<file path="src/design/ps2kd_pkg.sv">
// Package with the shared types, codes and lookup tables of the PS/2 key decoder.
package ps2kd_pkg;

  localparam int unsigned TIMEOUT_W = 16;
  localparam int unsigned KEY_WORD_W = 13;

  localparam logic [TIMEOUT_W-1:0] TIMEOUT_RESET = 16'd100;

  localparam logic [7:0] CODE_BREAK = 8'hF0;
  localparam logic [7:0] CODE_EXT = 8'hE0;
  localparam logic [7:0] CODE_LSHIFT = 8'h12;
  localparam logic [7:0] CODE_RSHIFT = 8'h59;
  localparam logic [7:0] CODE_ALT = 8'h11;
  localparam logic [7:0] CODE_CTRL = 8'h14;

  localparam logic [2:0] MOD_SHIFT = 3'b001;
  localparam logic [2:0] MOD_ALT = 3'b010;
  localparam logic [2:0] MOD_CTRL = 3'b100;

  localparam logic [1:0] KIND_ASCII = 2'd0;
  localparam logic [1:0] KIND_FUNCTION = 2'd1;
  localparam logic [1:0] KIND_POSITION = 2'd2;

  typedef enum logic [1:0] {
    OP_BYTE  = 2'd0,
    OP_TICK  = 2'd1,
    OP_FLUSH = 2'd2,
    OP_NONE  = 2'd3
  } op_t;

  typedef enum logic [3:0] {
    SEQ_EMPTY     = 4'b0001,
    SEQ_BREAK     = 4'b0010,
    SEQ_EXT       = 4'b0100,
    SEQ_EXT_BREAK = 4'b1000
  } seq_state_t;

  typedef struct packed {
    logic [1:0] operation;
    logic [7:0] scan_byte;
  } req_t;

  typedef struct packed {
    logic [1:0] key_kind;
    logic [6:0] key_value;
    logic       released;
    logic       shift_held;
    logic       alt_held;
    logic       ctrl_held;
    logic       repeated;
  } rsp_t;

  typedef struct packed {
    logic       hit;
    logic [1:0] kind;
    logic [6:0] value;
    logic       released;
    seq_state_t state_next;
    logic [2:0] mods_next;
  } dec_t;

  localparam logic [6:0] ASCII_OF [0:127] = '{
    7'h00, 7'h00, 7'h00, 7'h00, 7'h00, 7'h00, 7'h00, 7'h00,
    7'h00, 7'h00, 7'h00, 7'h00, 7'h00, 7'h00, 7'h00, 7'h00,
    7'h00, 7'h00, 7'h00, 7'h00, 7'h00, 7'h51, 7'h31, 7'h00,
    7'h00, 7'h00, 7'h5A, 7'h53, 7'h41, 7'h57, 7'h32, 7'h00,
    7'h00, 7'h43, 7'h58, 7'h44, 7'h45, 7'h34, 7'h33, 7'h00,
    7'h00, 7'h20, 7'h56, 7'h46, 7'h54, 7'h52, 7'h35, 7'h00,
    7'h00, 7'h4E, 7'h42, 7'h48, 7'h47, 7'h59, 7'h36, 7'h00,
    7'h00, 7'h00, 7'h4D, 7'h4A, 7'h55, 7'h37, 7'h38, 7'h00,
    7'h00, 7'h2C, 7'h4B, 7'h49, 7'h4F, 7'h30, 7'h39, 7'h00,
    7'h2E, 7'h00, 7'h00, 7'h4C, 7'h00, 7'h50, 7'h00, 7'h00,
    7'h00, 7'h00, 7'h00, 7'h00, 7'h00, 7'h00, 7'h00, 7'h00,
    7'h00, 7'h00, 7'h0D, 7'h00, 7'h00, 7'h00, 7'h00, 7'h00,
    7'h00, 7'h00, 7'h00, 7'h00, 7'h00, 7'h00, 7'h08, 7'h00,
    7'h00, 7'h31, 7'h00, 7'h34, 7'h37, 7'h00, 7'h00, 7'h00,
    7'h30, 7'h2E, 7'h32, 7'h35, 7'h36, 7'h38, 7'h1B, 7'h00,
    7'h00, 7'h00, 7'h33, 7'h00, 7'h39, 7'h00, 7'h00, 7'h00
  };

  function automatic logic [3:0] function_number(input logic [7:0] code);
    logic [3:0] num;
    unique case (code)
      8'h05:   num = 4'd1;
      8'h06:   num = 4'd2;
      8'h04:   num = 4'd3;
      8'h0C:   num = 4'd4;
      8'h03:   num = 4'd5;
      8'h0B:   num = 4'd6;
      8'h83:   num = 4'd7;
      8'h0A:   num = 4'd8;
      8'h01:   num = 4'd9;
      8'h09:   num = 4'd10;
      8'h78:   num = 4'd11;
      8'h07:   num = 4'd12;
      default: num = 4'd0;
    endcase
    return num;
  endfunction

  function automatic logic [3:0] position_number(input logic [7:0] code);
    logic [3:0] num;
    unique case (code)
      8'h6C:   num = 4'd1;
      8'h7D:   num = 4'd2;
      8'h7A:   num = 4'd3;
      8'h69:   num = 4'd4;
      8'h75:   num = 4'd5;
      8'h72:   num = 4'd6;
      8'h6B:   num = 4'd7;
      8'h74:   num = 4'd8;
      default: num = 4'd0;
    endcase
    return num;
  endfunction

endpackage

</file>
<file path="src/design/ps2_scan_code_key_decoder_core.sv">
// Top level of the PS/2 set-2 scan code key decoder with its request and result registers.
// A request is taken into an input register and decoded from there into the result register,
// which offers the key report. One request can be accepted in every cycle; the only thing
// that slows the block is a stalled result, which holds the result register and, once the
// input register is also full, stalls the request side. Shift, alt and ctrl codes and prefix
// bytes give no result.
module ps2_scan_code_key_decoder_core (
  input  logic                              clk,
  input  logic                              rst,
  input  logic                              req_valid,
  output logic                              req_stall,
  input  ps2kd_pkg::req_t                   req,
  output logic                              rsp_valid,
  input  logic                              rsp_stall,
  output ps2kd_pkg::rsp_t                   rsp,
  input  logic                              cfg_valid,
  output logic                              cfg_ready,
  input  logic [ps2kd_pkg::TIMEOUT_W-1:0]   cfg_data
);

  logic                                in_valid;
  ps2kd_pkg::req_t                     in_req;
  logic                                advance;
  logic                                process;
  ps2kd_pkg::op_t                      op;
  ps2kd_pkg::seq_state_t               seq_state;
  ps2kd_pkg::seq_state_t               seq_state_next;
  logic [2:0]                          mods;
  logic [2:0]                          mods_next;
  logic [ps2kd_pkg::TIMEOUT_W-1:0]     timeout_ticks;
  logic [ps2kd_pkg::TIMEOUT_W-1:0]     countdown;
  logic [ps2kd_pkg::TIMEOUT_W-1:0]     countdown_next;
  logic [ps2kd_pkg::KEY_WORD_W-1:0]    last_key;
  logic [ps2kd_pkg::KEY_WORD_W-1:0]    key_word;
  logic                                report;
  ps2kd_pkg::dec_t                     dec;

  assign advance = !rsp_valid || !rsp_stall;
  assign req_stall = in_valid && !advance;
  assign process = in_valid && advance;
  assign op = ps2kd_pkg::op_t'(in_req.operation);
  assign cfg_ready = 1'b1;

  ps2kd_decode u_decode (
    .state     (seq_state),
    .scan_byte (in_req.scan_byte),
    .mods      (mods),
    .dec       (dec)
  );

  assign report = process && op == ps2kd_pkg::OP_BYTE && dec.hit;
  assign key_word = {mods, dec.released, dec.kind, dec.value};

  always_comb begin
    seq_state_next = seq_state;
    mods_next = mods;
    countdown_next = countdown;
    if (process) begin
      case (op)
        ps2kd_pkg::OP_BYTE: begin
          seq_state_next = dec.state_next;
          mods_next = dec.mods_next;
          countdown_next = timeout_ticks;
        end
        ps2kd_pkg::OP_TICK: begin
          if (countdown <= ps2kd_pkg::TIMEOUT_W'(1)) begin
            countdown_next = '0;
            seq_state_next = ps2kd_pkg::SEQ_EMPTY;
          end else begin
            countdown_next = countdown - ps2kd_pkg::TIMEOUT_W'(1);
          end
        end
        ps2kd_pkg::OP_FLUSH: begin
          countdown_next = '0;
          seq_state_next = ps2kd_pkg::SEQ_EMPTY;
        end
        default: begin
          seq_state_next = seq_state;
        end
      endcase
    end
  end

  always_ff @(posedge clk) begin
    if (rst) begin
      in_valid <= 1'b0;
      rsp_valid <= 1'b0;
      seq_state <= ps2kd_pkg::SEQ_EMPTY;
      mods <= '0;
      countdown <= '0;
      last_key <= '0;
      timeout_ticks <= ps2kd_pkg::TIMEOUT_RESET;
    end else begin
      if (req_valid && !req_stall) begin
        in_valid <= 1'b1;
      end else if (advance) begin
        in_valid <= 1'b0;
      end
      if (process) begin
        rsp_valid <= report;
      end else if (!rsp_stall) begin
        rsp_valid <= 1'b0;
      end
      seq_state <= seq_state_next;
      mods <= mods_next;
      countdown <= countdown_next;
      if (report) begin
        last_key <= key_word;
      end
      if (cfg_valid && cfg_ready) begin
        timeout_ticks <= cfg_data;
      end
    end
  end

  always_ff @(posedge clk) begin
    if (req_valid && !req_stall) begin
      in_req <= req;
    end
    if (report) begin
      rsp.key_kind <= dec.kind;
      rsp.key_value <= dec.value;
      rsp.released <= dec.released;
      rsp.shift_held <= mods[0];
      rsp.alt_held <= mods[1];
      rsp.ctrl_held <= mods[2];
      rsp.repeated <= key_word == last_key;
    end
  end

  a_flush_clears : assert property (@(posedge clk) disable iff (rst)
    process && op == ps2kd_pkg::OP_FLUSH |=> seq_state == ps2kd_pkg::SEQ_EMPTY && countdown == '0)
    else $error("Flush did not empty the sequence state.");

  a_report_recorded : assert property (@(posedge clk) disable iff (rst)
    report |=> rsp_valid && last_key == {rsp.ctrl_held, rsp.alt_held, rsp.shift_held,
                                         rsp.released, rsp.key_kind, rsp.key_value})
    else $error("Reported key does not match the stored last key.");

  a_mods_only_on_byte : assert property (@(posedge clk) disable iff (rst)
    !(process && op == ps2kd_pkg::OP_BYTE) |=> $stable(mods))
    else $error("Modifier bits changed without a scan byte.");

  a_timeout_expires : assert property (@(posedge clk) disable iff (rst)
    process && op == ps2kd_pkg::OP_TICK && countdown <= ps2kd_pkg::TIMEOUT_W'(1)
    |=> seq_state == ps2kd_pkg::SEQ_EMPTY && countdown == '0)
    else $error("Expired timeout did not discard the partial sequence.");

endmodule

</file>
<file path="src/design/ps2kd_decode.sv">
// Combinational decode of one scan byte against the pending prefix state and modifiers.
module ps2kd_decode (
  input  ps2kd_pkg::seq_state_t state,
  input  logic [7:0]            scan_byte,
  input  logic [2:0]            mods,
  output ps2kd_pkg::dec_t       dec
);

  logic       extended;
  logic       brk;
  logic [2:0] mask;
  logic [6:0] ascii;
  logic [3:0] fn_num;
  logic [3:0] pos_num;

  assign ascii = ps2kd_pkg::ASCII_OF[scan_byte[6:0]];
  assign fn_num = ps2kd_pkg::function_number(scan_byte);
  assign pos_num = ps2kd_pkg::position_number(scan_byte);

  always_comb begin
    extended = 1'b0;
    brk = 1'b0;
    unique case (state)
      ps2kd_pkg::SEQ_EMPTY: begin
        extended = 1'b0;
        brk = 1'b0;
      end
      ps2kd_pkg::SEQ_BREAK: begin
        extended = 1'b0;
        brk = 1'b1;
      end
      ps2kd_pkg::SEQ_EXT: begin
        extended = 1'b1;
        brk = 1'b0;
      end
      ps2kd_pkg::SEQ_EXT_BREAK: begin
        extended = 1'b1;
        brk = 1'b1;
      end
      default: begin
        extended = 1'b0;
        brk = 1'b0;
      end
    endcase
  end

  always_comb begin
    mask = 3'b000;
    if (scan_byte == ps2kd_pkg::CODE_ALT) begin
      mask = ps2kd_pkg::MOD_ALT;
    end else if (scan_byte == ps2kd_pkg::CODE_CTRL) begin
      mask = ps2kd_pkg::MOD_CTRL;
    end else if (!extended && (scan_byte == ps2kd_pkg::CODE_LSHIFT ||
                               scan_byte == ps2kd_pkg::CODE_RSHIFT)) begin
      mask = ps2kd_pkg::MOD_SHIFT;
    end
  end

  always_comb begin
    dec = '0;
    dec.released = brk;
    dec.state_next = ps2kd_pkg::SEQ_EMPTY;
    dec.mods_next = mods;
    if (mask != 3'b000) begin
      dec.mods_next = brk ? (mods & ~mask) : (mods | mask);
    end else if (!extended) begin
      if (!scan_byte[7] && ascii != 7'd0) begin
        dec.hit = 1'b1;
        dec.kind = ps2kd_pkg::KIND_ASCII;
        dec.value = ascii;
      end else if (fn_num != 4'd0) begin
        dec.hit = 1'b1;
        dec.kind = ps2kd_pkg::KIND_FUNCTION;
        dec.value = {3'd0, fn_num};
      end else if (scan_byte == ps2kd_pkg::CODE_EXT) begin
        dec.state_next = ps2kd_pkg::SEQ_EXT;
      end else if (scan_byte == ps2kd_pkg::CODE_BREAK) begin
        dec.state_next = ps2kd_pkg::SEQ_BREAK;
      end
    end else begin
      if (pos_num != 4'd0) begin
        dec.hit = 1'b1;
        dec.kind = ps2kd_pkg::KIND_POSITION;
        dec.value = {3'd0, pos_num};
      end else if (scan_byte == ps2kd_pkg::CODE_BREAK) begin
        dec.state_next = ps2kd_pkg::SEQ_EXT_BREAK;
      end
    end
  end

endmodule

</file>
<file path="config.mk">
export PLATFORM = sky130hd
export DESIGN_NAME = ps2_scan_code_key_decoder_core
export DESIGN_NICKNAME = d
export VERILOG_FILES = /design/src/design/ps2kd_pkg.sv /design/src/design/ps2_scan_code_key_decoder_core.sv /design/src/design/ps2kd_decode.sv
export SDC_FILE = /design/constraint.sdc
export NUM_CORES = 1
export LEC_CHECK = 0
export BUFFER_PORTS_ARGS = -buffer_cell sky130_fd_sc_hd__buf_2
export CORE_MARGIN = 2
export CORE_UTILIZATION = 65
export DETAILED_ROUTE_END_ITERATION = 6
export PLACE_DENSITY = 0.91
export SLEW_MARGIN = 20
export SYNTH_ARGS = -nofsm -noshare
export SYNTH_HDL_FRONTEND = slang
export SYNTH_SLANG_ARGS = --single-unit
</file>
<file path="constraint.sdc">
create_clock -name clk -period 6 [get_ports clk]
set_clock_uncertainty 0.1 [all_clocks]
set_input_delay 0.6 -clock clk [delete_from_list [all_inputs] [get_ports clk]]
set_output_delay 0.6 -clock clk [all_outputs]
set_load 0.1 [all_outputs]
</file>
Word level (Yosys, flattened, before mapping):

Memory sizes are Yosys's and may differ from the RTL's.
Index checks and enable logic that the tools add are counted.

* bits in registers: 78
* bits in read-only memories: 896
* memories kept: 1

Memory list
* (no name shown): words 128, width 7, read ports 1, clocked after Yosys merged registers in 0, write ports 0, line ps2kd_decode.sv:16 `assign ascii = ps2kd_pkg::ASCII_OF[scan_byte[6:0]];`

* add/sub/neg operators: 1
* order comparisons: 2
* eq/ne operators: 34
* mux-type cells: 31
* bitwise gates (word level): 4
* reductions and logical operators: 27

Operators with widths (count)
* $eq A8 B7 Y1 const B: 10
* $mux W10: 5
* $pmux W16 S3: 1
* $pmux W4 S12: 1
* $eq A8 B3 Y1 const B: 4
* $eq A8 B4 Y1 const B: 4
* $mux W4: 8
* $pmux W4 S8: 1
* $eq A8 B5 Y1 const B: 3
* $eq A8 B8 Y1 const B: 3
* $le A16 B1 Y1 const B: 1
* $mux W16: 1
* $sub A16 B1 Y16 const B: 1
* $mux W7: 2
* $eq A13 B13 Y1: 1
* $pmux W4 S3: 1
* $mux W3: 3
* $eq A8 B1 Y1 const B: 1
* $eq A8 B2 Y1 const B: 1
* $ge A8 B8 Y1 const B: 1
* $not A7 Y8: 1
* $reduce_bool A4 Y1: 2
* $logic_and A1 B1 Y1: 7
* $mux W1: 7
* 20 further kinds: 29

Logic depth before layout (Yosys ltp):

* depth after elaboration: 12
* mapped depth: 15

Cells and area by module:

From an unflattened synthesis, not the netlist that was laid out.

* cells, all modules: 592
* area total of the unflattened synthesis: 5159.9 um^2

By module, submodules not included
* ps2_scan_code_key_decoder_core: instances 1, cells an instance 327, area an instance 3420.8 um^2, sequential area each 1801.7 um^2
* ps2kd_decode: instances 1, cells an instance 265, area an instance 1739.2 um^2, sequential area each 0.0 um^2

Worst setup path after synthesis:

Ideal clock, no wire load.

* kind: register to register
* from: reg in_req[1] (netlist bit)
* to: reg rsp[0] (netlist bit), enable pin
* library setup time: 0.305 ns
* arrival: 3.344 ns
* required time: 5.595 ns
* slack: 2.251 ns
* stages on the path, launching flop included: 13
* clock period less this slack: 3.749 ns
* cell sequence: edfxtp_1 clkbuf_1 inv_1 ha_1 clkbuf_1 mux2_1 a221oi_1 o21ai_1 or4_1 buf_2 a21oi_2 buf_4 inv_1

* word-level cells in the longest chain between the ends: 10

Ends and longest elaborated chain
* start: declaration: line ps2_scan_code_key_decoder_core.sv:22 `ps2kd_pkg::req_t in_req;`
* start signal: assignment: line ps2_scan_code_key_decoder_core.sv:118 `in_req <= req;`
* $not A7 Y8 (not written as such): line ps2kd_decode.sv:16
* $mem_v2 Z128 W7
* $mux W7 (not written as such) (2 in series): line ps2kd_decode.sv:16
* $reduce_bool A7 Y1: line ps2kd_decode.sv:67 `if (!scan_byte[7] && ascii != 7'd0) begin`
* $logic_and A1 B1 Y1: line ps2kd_decode.sv:67
* $mux W10: line ps2kd_decode.sv:67
* $mux W10: line ps2kd_decode.sv:66 `end else if (!extended) begin`
* $mux W10 (*): line ps2kd_decode.sv:64 `if (mask != 3'b000) begin`
* $logic_and A1 B1 Y1 (*): line ps2_scan_code_key_decoder_core.sv:51 `assign report = process && op == ps2kd_pkg::OP_BYTE && dec.hit;`
* named net report: line ps2_scan_code_key_decoder_core.sv:35 `logic report;`
* end: declaration: line ps2_scan_code_key_decoder_core.sv:15 `output ps2kd_pkg::rsp_t rsp,`

The timed path passes the listed nets; every way through them passes the cells marked *. The select of a mux whose other input is x is not followed.
A chain may end at the register's enable or synchronous reset.

Worst setup path after layout:

* from: reg in_req[1] (netlist bit)
* to: reg rsp[6] (netlist bit), enable pin

The elaborated chain is that of the path after synthesis.

==> impl_metrics.tcl <==
set metrics [dict create \
    syn_area_per_cell_um2 8.27 \
    timing.final.max_slew_violations 0 \
    synth-warning-count 0 \
    power.density_cell_area_mw_per_mm2 222 \
    route.antenna.remaining_nets 0 \
    cp_slowest_stage_delay_ns 0.65 \
    finalSetupViolations 0 \
    cts_tree "built" \
    final_util_pct 72.4 \
    clock_latency_ns 0.35 \
    timing.setup.critical_path_class "reg2reg" \
    route.vias.total 5157 \
    power.share.switching_pct 32.2 \
    min-delay-path-class "in2reg" \
    floorplan.core_area_mm2 0.00781 \
    first_global_vias 4730 \
    unrepaired_setup_endpoints_after_global_routing "no" \
    synth-main-ff-cell "dfxtp_1" \
    routed_wirelength_um 14700 \
    worst_slew_pin_slew_ns 1.12 \
    grt.overflow.total 0 \
    setup-tns-final_ns 0 \
    chipWidth_um 94.4 \
    antenna_found_initial 0 \
    area_growth_pct 6.46 \
    cp.arrival_ns 4.44 \
    timing.critical_path.from "in_req[1]" \
    achievable-frequency_ghz 0.220 \
    clockPowerShare_pct 33.1 \
    r2r_cells 9 \
    power.internal_uw 852 \
    post-route-period-util_pct 75.8 \
    seqPwrFrac_pct 46.9 \
    number_of_synthesized_flops_with_an_enable_pin 24 \
    fp.dieH_um 94.4 \
    power.static_leakage_uw 0.00223 \
    holdWs_ns 0.327 \
    combinationalPowerShare_pct 20.0 \
    clkSinkCount 78 \
    area_taken_by_multi_input_logic_gates_mm2 0.00312 \
    cts_hold_buffers 0 \
    finalHoldViolCount 0 \
    antenna_cells 0 \
    numCtsBuffers 9 \
    outcome "completed" \
    nets_final 703 \
    post_synth_instance_area_mm2 0.00531 \
    asyncSetResetFlopFracSynth_pct 0 \
    count_of_buffers_from_port_buffering 46 \
    timing.final.crit_period_ns 4.55 \
    gp_congestion 1.09 \
    clock_tree.buffer_depth 2 \
    cts.clk_slew.worst_paths_ns 0.08 \
    total_switching_power_uw 405 \
    cp_max_fo 15 \
    viasPerCell 6.74 \
    pin_count_of_the_biggest_net_entering_global_routing 52 \
    ys_seq_area_share_pct 34.0 \
    routed_wire_length_per_instance_um 19.2 \
    crit_path_cell_trace "inv_1, ha_1, nand2_1, a21oi_1, o311ai_1, o21ai_1, or4_1, a21oi_2, inv_1" \
    nFillCells 597 \
    post-cts-setup-buffers 0 \
    fp.dieArea_mm2 0.00890 \
    worst_r2r_startpoint "in_req[1]" \
    timing.max_cap.violations 0 \
    detail_route.first_pass.iterations 6 \
    highest_delay_cell_along_the_critical_path "or4_1" \
    cts.htree.levels 3 \
    ir_drop_uv 187 \
    rows 32 \
    drive_gt1_share_pct 13.9 \
    clock-root-buffer "clkbuf_8" \
    setup.reg_to_reg.worst_slack_ns 1.45 \
    seqCellArea_mm2 0.00180 \
    placement.setup.worst_slack_ns 1.52 \
    stdcell_area_mm2 0.00565 \
    initial_drc_count 625 \
    cp-end-kind "register" \
    relSlewSlack_pct 25.0 \
    worst_setup_path_endpoint "rsp[6]" \
    track_usage_pct 33.3 \
    initial_core_util_pct 68.0 \
    worst_setup_path_start_kind "register" \
    placed_area_mm2 0.00543 \
    grt_pass1_wl_um 23400 \
    critical_path.most_common_cell "inv_1" \
    finalWorstSetupSlack_ns 1.45 \
    dp.final_hpwl_um 10400 \
    drc 0 \
    synthDistinctLibCells 78 \
    post_cts_resized 0 \
    mappedNetlistNets 687 \
    synth.ff_latch_count 78 \
    worst-endpoint-required_ns 5.89 \
    ios 48 \
    worst_r2r_endpoint "rsp[6]" \
    syn_inst 642 \
]
[worst min-delay path by stage]
stage / start / end / slack [ns] / cells after the start
after floorplan: last_key[0] / last_key[0] / 0.34 / 2
after global placement: last_key[0] / last_key[0] / 0.37 / 2
after detailed placement: last_key[0] / last_key[0] / 0.37 / 2
after CTS: req[0] / in_req[0] / 0.32 / 1
after global routing: req[0] / in_req[0] / 0.32 / 1
final: req[4] / in_req[4] / 0.33 / 1
[stage by stage]
step,total power [uW],instances
after detailed placement,843,748
after global placement,837,748
after CTS,1250,764
after floorplan,789,642
after global routing,1300,765
final,1260,765
[final cells by class]
cell class,count,share of cell area [%]
Clock buffer,9,2.19
Sequential cell,78,31.9
Inverter,28,1.86
Timing Repair Buffer,53,5.07
Multi-Input combinational cell,488,55.3
Tap cell,102,2.26
Clock inverter,7,1.42
[kinds of logic (layout without fill, tap and decap cells)]
logic type	after synthesis	after routing	synth area share (%)
and+or+nand+nor	253	253	24.6
AOI/OAI and AO/OA	169	169	21.4
DFF	78	78	34.0
buffers and inverters	76	97	7.17
muxes	38	38	7.36
adders and majority gates	15	15	3.51
xor gates and xnor gates	12	12	1.98
other	1	1	0.0707
[sequential cells by signal, summed over array words and instances, names as in the netlist, named ones only]
signal and cells:
rsp 14, seq_state 4, rsp_valid 1, op 2, in_valid 1, timeout_ticks 16
in_req 8, last_key 13, countdown 16
[worst max-delay path: cells and delay by family (launching register included)]
kind,cells,cell delay [ns]
fa+ha+maj,1,0.44
simple gates,2,0.93
flops,1,0.61
buf+inv,2,0.67
compound gates,4,1.45
[power by group through the flow]
| stage | Sequential [uW] | Combinational, uW | Clock (uW) |
|---|---|---|---|
| final | 590 | 251 | 416 |
| after global placement | 601 | 236 | 0 |
| after global routing | 593 | 273 | 436 |
| after CTS | 590 | 242 | 417 |
| after detailed placement | 602 | 241 | 0 |
| after floorplan | 596 | 193 | 0 |
[Yosys cell counts, types with 14 or more instances]
cell | number | area, um2
a21oi_1 | 48 | 240
clkbuf_1 | 22 | 82.6
dfxtp_1 | 54 | 1080
edfxtp_1 | 24 | 721
ha_1 | 14 | 175
inv_1 | 27 | 101
mux2i_1 | 33 | 330
nand2_1 | 39 | 146
nand2b_1 | 21 | 131
nand3_1 | 14 | 70.1
nor2_1 | 82 | 308
nor2b_1 | 15 | 93.8
nor3_1 | 25 | 125
o21ai_0 | 33 | 165
[layout by cell type (no fill, tap or decap), drive strengths merged, types with 21 or more instances in the layout]
master / instances
a21oi: 49
buf: 53
dfxtp: 54
edfxtp: 24
inv: 32
mux2i: 33
nand2: 39
nand2b: 21
nor2: 83
nor3: 25
o21ai: 37
[per-layer routing]
layer	global-route usage (%)	wire length, um
met1	44.9	6030
met5	0	0
met2	53.3	6600
met4	11.7	442
met3	7.02	1570
Note: power is estimated with default switching activity, not from simulation.
